==> config.mk <==
export PLATFORM = sky130hd
export DESIGN_NAME = k_way_merge_min_select
export DESIGN_NICKNAME = d
export VERILOG_FILES = /design/src/rtl/kwm_pkg.sv /design/src/rtl/k_way_merge_min_select.sv /design/src/rtl/kwm_ram.sv
export SDC_FILE = /design/constraint.sdc
export NUM_CORES = 1
export LEC_CHECK = 0
export BUFFER_PORTS_ARGS = -buffer_cell sky130_fd_sc_hd__buf_4
export CAP_MARGIN = 20
export CORE_MARGIN = 2
export CORE_UTILIZATION = 32
export DETAILED_ROUTE_END_ITERATION = 10
export PLACE_DENSITY = 0.57
export SETUP_SLACK_MARGIN = 0.15
export SLEW_MARGIN = 20
export SYNTH_ARGS = -nofsm -noshare
export SYNTH_HDL_FRONTEND = slang
export SYNTH_SLANG_ARGS = --single-unit
export TNS_END_PERCENT = 30
==> constraint.sdc <==
create_clock -name aclk -period 6.8 [get_ports aclk]
set_input_delay 2.04 -clock aclk [delete_from_list [all_inputs] [get_ports aclk]]
set_output_delay 2.04 -clock aclk [all_outputs]
set_load 0.1 [all_outputs]
==> src/rtl/kwm_pkg.sv <==
package kwm_pkg;

    localparam int MAX_WAYS   = 32;
    localparam int WAY_BITS   = $clog2(MAX_WAYS);
    localparam int VALUE_BITS = 31;
    localparam int CNT_BITS   = 6;

    localparam logic [CNT_BITS-1:0] NUM_WAYS_RESET = CNT_BITS'(20);
    localparam logic [CNT_BITS-1:0] CNT_MAX        = {CNT_BITS{1'b1}};
    localparam logic [CNT_BITS-1:0] WAYS_MAX       = CNT_BITS'(MAX_WAYS);

    localparam int S_TDATA_BITS = ((WAY_BITS + VALUE_BITS + 7) / 8) * 8;
    localparam int M_TDATA_BITS = ((VALUE_BITS + WAY_BITS + 7) / 8) * 8;

    typedef enum logic [2:0] {
        ST_IDLE = 3'b001,
        ST_SCAN = 3'b010,
        ST_EMIT = 3'b100
    } state_t;

endpackage

==> src/rtl/k_way_merge_min_select.sv <==
// Channel  | Dir | Payload                                  | Handshake
// ---------+-----+------------------------------------------+----------------
// s_       | in  | tdata: way, head_value; tuser: exhausted | tvalid / tready
// m_       | out | tdata: low_head, refill_way; tuser: done | tvalid / tready
// cfg_     | in  | wdata: num_ways                          | we, no wait
//
// One item at a time. An item that yields a result is accepted, then the head
// memory is scanned (N = effective stream count: N reads, then the last compare,
// then closing the scan), and then the result is emitted. The single read port
// of the head memory and its registered read set the scan length.
// Reset (aresetn low, synchronous) clears control state and live flags; the
// head memory is not cleared. A stalled result sits in the output register
// while the next item is taken; a finished scan waits only for that register.
module k_way_merge_min_select
    import kwm_pkg::*;
(
    input  logic                    aclk,
    input  logic                    aresetn,
    // configuration: num_ways
    input  logic                    cfg_we,
    input  logic [CNT_BITS-1:0]     cfg_wdata,
    // input items
    input  logic                    s_tvalid,
    output logic                    s_tready,
    input  logic [S_TDATA_BITS-1:0] s_tdata,   // [4:0] way, [35:5] head_value, zero fill
    input  logic                    s_tuser,   // [0] exhausted
    // results
    output logic                    m_tvalid,
    input  logic                    m_tready,
    output logic [M_TDATA_BITS-1:0] m_tdata,   // [30:0] low_head, [35:31] refill_way, zero fill
    output logic                    m_tuser    // [0] done_res
);

    // input fields
    logic [WAY_BITS-1:0]   in_way;
    logic [VALUE_BITS-1:0] in_value;
    logic                  in_gone;

    assign in_way   = s_tdata[WAY_BITS-1:0];
    assign in_value = s_tdata[WAY_BITS+VALUE_BITS-1:WAY_BITS];
    assign in_gone  = s_tuser;

    // control state
    state_t                state_reg, state_next;
    logic [CNT_BITS-1:0]   num_ways_reg;
    logic [MAX_WAYS-1:0]   live_reg, live_next;
    logic [CNT_BITS-1:0]   loaded_reg, loaded_next;
    logic                  merging_reg, merging_next;

    // scan pipeline
    logic [CNT_BITS-1:0]   scan_addr_reg, scan_addr_next;
    logic                  cmp_valid_reg, cmp_valid_next;
    logic [WAY_BITS-1:0]   cmp_idx_reg, cmp_idx_next;
    logic                  found_reg, found_next;
    logic [VALUE_BITS-1:0] best_reg, best_next;
    logic [WAY_BITS-1:0]   best_idx_reg, best_idx_next;

    // output register
    logic                  out_valid_reg, out_valid_next;
    logic [VALUE_BITS-1:0] out_value_reg, out_value_next;
    logic [WAY_BITS-1:0]   out_way_reg, out_way_next;
    logic                  out_done_reg, out_done_next;

    // memory port
    logic                  ram_we;
    logic                  ram_re;
    logic [VALUE_BITS-1:0] ram_rdata;

    // effective stream count: saturate to 1..MAX_WAYS
    logic [CNT_BITS-1:0]   eff_n;
    logic [CNT_BITS-1:0]   loaded_inc;
    logic                  accept;
    logic                  in_range;
    logic                  issue;
    logic                  take;

    always_comb begin
        if (num_ways_reg == '0) begin
            eff_n = CNT_BITS'(1);
        end else if (num_ways_reg > WAYS_MAX) begin
            eff_n = WAYS_MAX;
        end else begin
            eff_n = num_ways_reg;
        end
    end

    assign s_tready   = (state_reg == ST_IDLE);
    assign accept     = s_tvalid && s_tready;
    assign in_range   = CNT_BITS'(in_way) < eff_n;
    assign loaded_inc = (loaded_reg == CNT_MAX) ? loaded_reg : loaded_reg + 1'b1;
    assign issue      = (state_reg == ST_SCAN) && (scan_addr_reg < eff_n);
    assign take       = cmp_valid_reg && live_reg[cmp_idx_reg]
                        && (!found_reg || ram_rdata <= best_reg);

    assign ram_we = accept && in_range && !in_gone;
    assign ram_re = issue;

    kwm_ram #(
        .WIDTH (VALUE_BITS),
        .DEPTH (MAX_WAYS)
    ) u_heads (
        .aclk  (aclk),
        .we    (ram_we),
        .waddr (in_way),
        .wdata (in_value),
        .re    (ram_re),
        .raddr (scan_addr_reg[WAY_BITS-1:0]),
        .rdata (ram_rdata)
    );

    always_comb begin
        state_next     = state_reg;
        live_next      = live_reg;
        loaded_next    = loaded_reg;
        merging_next   = merging_reg;
        scan_addr_next = scan_addr_reg;
        cmp_valid_next = issue;
        cmp_idx_next   = scan_addr_reg[WAY_BITS-1:0];
        found_next     = found_reg;
        best_next      = best_reg;
        best_idx_next  = best_idx_reg;
        out_valid_next = out_valid_reg && !m_tready;
        out_value_next = out_value_reg;
        out_way_next   = out_way_reg;
        out_done_next  = out_done_reg;

        unique case (state_reg)
            ST_IDLE: begin
                // store the item; drop it if the way is beyond the stream count
                if (accept && in_range) begin
                    live_next[in_way] = !in_gone;
                    scan_addr_next    = '0;
                    found_next        = 1'b0;
                    if (merging_reg) begin
                        state_next = ST_SCAN;
                    end else begin
                        loaded_next = loaded_inc;
                        if (loaded_inc >= eff_n) begin
                            merging_next = 1'b1;
                            state_next   = ST_SCAN;
                        end
                    end
                end
            end
            ST_SCAN: begin
                if (issue) begin
                    scan_addr_next = scan_addr_reg + 1'b1;
                end
                // ties go to the later way, hence <=
                if (take) begin
                    found_next    = 1'b1;
                    best_next     = ram_rdata;
                    best_idx_next = cmp_idx_reg;
                end
                if (!issue && !cmp_valid_reg) begin
                    state_next = ST_EMIT;
                end
            end
            ST_EMIT: begin
                // hold until the output register is free
                if (!out_valid_reg || m_tready) begin
                    out_valid_next = 1'b1;
                    out_value_next = found_reg ? best_reg : '0;
                    out_way_next   = found_reg ? best_idx_reg : '0;
                    out_done_next  = !found_reg;
                    state_next     = ST_IDLE;
                end
            end
            default: begin
                state_next = ST_IDLE;
            end
        endcase
    end

    always_ff @(posedge aclk) begin
        if (!aresetn) begin
            state_reg     <= ST_IDLE;
            num_ways_reg  <= NUM_WAYS_RESET;
            live_reg      <= '0;
            loaded_reg    <= '0;
            merging_reg   <= 1'b0;
            cmp_valid_reg <= 1'b0;
            out_valid_reg <= 1'b0;
        end else begin
            state_reg     <= state_next;
            live_reg      <= live_next;
            loaded_reg    <= loaded_next;
            merging_reg   <= merging_next;
            cmp_valid_reg <= cmp_valid_next;
            out_valid_reg <= out_valid_next;
            if (cfg_we) begin
                num_ways_reg <= cfg_wdata;
            end
        end
    end

    always_ff @(posedge aclk) begin
        scan_addr_reg <= scan_addr_next;
        cmp_idx_reg   <= cmp_idx_next;
        found_reg     <= found_next;
        best_reg      <= best_next;
        best_idx_reg  <= best_idx_next;
        out_value_reg <= out_value_next;
        out_way_reg   <= out_way_next;
        out_done_reg  <= out_done_next;
    end

    assign m_tvalid = out_valid_reg;
    assign m_tdata  = M_TDATA_BITS'({out_way_reg, out_value_reg});
    assign m_tuser  = out_done_reg;

endmodule

==> src/rtl/kwm_ram.sv <==
module kwm_ram #(
    parameter int WIDTH = 8,
    parameter int DEPTH = 32
) (
    input  logic                     aclk,
    input  logic                     we,
    input  logic [$clog2(DEPTH)-1:0] waddr,
    input  logic [WIDTH-1:0]         wdata,
    input  logic                     re,
    input  logic [$clog2(DEPTH)-1:0] raddr,
    output logic [WIDTH-1:0]         rdata
);

    logic [WIDTH-1:0] mem [DEPTH];
    logic [WIDTH-1:0] rdata_reg;

    always_ff @(posedge aclk) begin
        if (we) begin
            mem[waddr] <= wdata;
        end
        if (re) begin
            rdata_reg <= mem[raddr];
        end
    end

    assign rdata = rdata_reg;

endmodule

==> run metrics <==
run status=completed; number of buffers created by CTS=115; flip-flop count of the largest register after layout=between 900 and 1k; aggregate routed wire length=between 90000 and 100000 um; Setup Skew=20.1 ps; post-synthesis to final-layout area growth=15.3%; Root Buffer Master=clkbuf_16; Seq/Total Area, Yosys=0.761; Net count, final=about 2.3k; transition time of the tightest slew-check pin=approximately 1100 ps; placement row count=about 140; Worst Reg-to-Reg Cells=9; die extent in y=between 300 and 400 um; share of the clock period used by the worst path=0.712; max-capacitance violation count=0; launch point of the worst path=s_tdata[2]; CTS tree=yes; clock-pin transition on the worst setup and hold timing paths=roughly 60 ps; num ports=between 90 and 100; number of antenna violations at the first check in global routing=11; Critical Path RT=7120 ps; final setup vio count=0; Avg WL per Cell=23.6 um; wire length of the first global-routing pass=143000 um; Port Buf Inserts=86; startpoint type of the worst setup path=primary input; CTS resizes=0; Lkg Pwr=0.0161 uW; First DRT Iteration DRCs=1798; proportion of register bits with asynchronous set or reset after synthesis=0; maximum fanout count along the critical path=31; predominant post-synthesis flop cell=edfxtp_1; fraction of final layout cells sized beyond drive strength 1=0.305; unrepaired setup endpoints after global routing=no; H-tree Lvls=3; effective utilization at floorplan=0.322; tightest slew margin relative to the limit=0.291; half-perimeter wire length after placement=56300 um; Fmax achieved=206 MHz; post-placement setup slack=roughly 1200 ps; synthesized area divided by synthesized cell count=22.2 um2; hold-critical path depth=0; endpoint of the worst register-to-register path=u_heads.mem[23][2]$_DFFE_PP_; CORE AREA=0.140 mm2; worst path arrival time=5160 ps; endpoint kind of the worst setup timing path=flip-flop; Remaining DRCs=0; drt first pass iters=5; Warnings, synthesis=0; Die X-Extent=379 um; total negative setup slack=0 ps; shortest period the worst path allows=a little under 5000 ps; core utilization of the finished layout=0.372; type of the tightest min-delay check=flip-flop to flip-flop; reg-to-reg startpoint=num_ways_reg[5]$_SDFFE_PN0P_; global-route usage over all layers=0.137; power density cells=287 mW/mm2; worst setup path end=u_heads.mem[23][2]$_DFFE_PP_; number of antenna-violating nets in the routed design=0; post-synth design cell area=0.0450 mm2; critical path type=primary input to flip-flop; final global-route overflow total=0; overall power after layout=14900 uW; VDD IR max=0.211 mV; #FFs+latches synth=~1.2k; via count=approximately 20k; gate count after technology mapping=2024; maximum number of pins on one net before global-route repair=136; vias in the first global route=21.6k; Num Clock Sinks=1158; post-synth cell types=56; clock buffer depth=3; clock insertion delay at the later pin of the skew report=between 600 and 700 ps; Die ar.=0.144 mm2; Slew Viols, Final=0; GP Congestion=0.761; most used cells in the layout excluding fill and tap cells=edfxtp_1, mux4_2, buf_4, clkbuf_16, dfxtp_1; via/cell ratio=4.93; post-CTS setup repair buffer count=0; number of enable-type register cells in the synthesized netlist=1103; Final Hold Fails=0; most common cell after layout, fill and taps aside=edfxtp_1; hold-fix buffers at CTS=0; final worst setup slack=about 2000 ps; worst setup slack for register-to-register paths=2740 ps
## cell usage after synthesis (6+ instances only)
library cell | number | area share
buf_1 | 6 | 0.00050
clkbuf_1 | 68 | 0.0057
nand3b_1 | 6 | 0.0010
buf_2 | 18 | 0.0020
a21o_1 | 6 | 0.0010
a21oi_1 | 18 | 0.0020
nor2_1 | 81 | 0.0068
dfxtp_1 | 55 | 0.024
buf_4 | 10 | 0.0017
nand2_1 | 25 | 0.0021
edfxtp_1 | 1103 | 0.74
o21a_1 | 17 | 0.0028
nand3_1 | 12 | 0.0013
nor2b_1 | 7 | 0.00097
o21ai_1 | 7 | 0.00078
and2_1 | 10 | 0.0014
o311a_1 | 28 | 0.0062
ha_1 | 48 | 0.013
mux2i_1 | 8 | 0.0018
mux2_2 | 32 | 0.0080
nand4_1 | 8 | 0.0011
mux4_2 | 319 | 0.16
o21bai_1 | 28 | 0.0047
inv_1 | 36 | 0.0030
## worst min-delay path by stage
stage / from / to / slack (ps)
floorplan: scan_addr_reg[4]$_SDFFCE_PN0P_ / cmp_idx_reg[4]$_DFF_P_ / 370
global placement: u_heads.rdata[17]$_DFFE_PN_ / best_reg[17]$_DFFE_PP_ / 440
detailed placement: u_heads.rdata[20]$_DFFE_PN_ / best_reg[20]$_DFFE_PP_ / 450
CTS: u_heads.rdata[6]$_DFFE_PN_ / best_reg[6]$_DFFE_PP_ / 450
global route: u_heads.rdata[11]$_DFFE_PN_ / best_reg[11]$_DFFE_PP_ / 470
finish: u_heads.rdata[6]$_DFFE_PN_ / best_reg[6]$_DFFE_PP_ / 450
## metrics by stage
step	hold WS, ps	cells	area (um2)
5_1_grt	469	4145	51800
4_1_cts	454	4145	51800
3_3_place_gp	444	3931	48200
6_report	453	4148	51800
2_1_floorplan	375	2027	45000
3_5_place_dp	448	3931	48200
## per-layer routing
| layer | global-route usage | vias up | wire length, um |
|---|---|---|---|
| li1 | - | 8806 | - |
| met1 | 0.178 | 10900 | 40600 |
| met2 | 0.234 | 581 | 49600 |
| met3 | 0.0272 | 133 | 5900 |
| met4 | 0.0359 | 2 | 1770 |
| met5 | 0 | - | 13 |
## critical path, cell delays in order
cell       delay (ps)
buf_4             140
ha_1              310
a2111oi_0         450
o21a_1            250
o21a_1            320
nand3_1           720
nor2_4            300
buf_4             560
## area by class of cell
class	count	area, um2
multi-input combinational	720	10400
tap	1876	2350
fill	12600	87700
inverter	39	146
sequential	1158	34200
clock inverter	71	576
antenna	3	7.51
clock buffer	143	3070
timing repair buffer	138	1110
## kinds of logic (layout without fill, tap and decap cells)
logic type | count (synthesis) | count (layout) | share of synthesized area
mux | 360 | 360 | 0.170
other cells | 1 | 7 | 0.0000834
xor+xnor | 7 | 7 | 0.00136
flops | 1158 | 1158 | 0.761
buf+inv | 149 | 391 | 0.0145
simple gates | 172 | 172 | 0.0180
fa+ha+maj | 48 | 48 | 0.0134
compound gates | 129 | 129 | 0.0219
## report_power, final
group | leakage, uW | internal (uW) | switching (uW) | total, uW
Clock | 0.00178 | 3430 | 2630 | 6060
Sequential | 0.0104 | 7850 | 27.4 | 7870
Combinational | 0.00399 | 417 | 538 | 955
No activity file was read; power rests on OpenSTA's default activity.
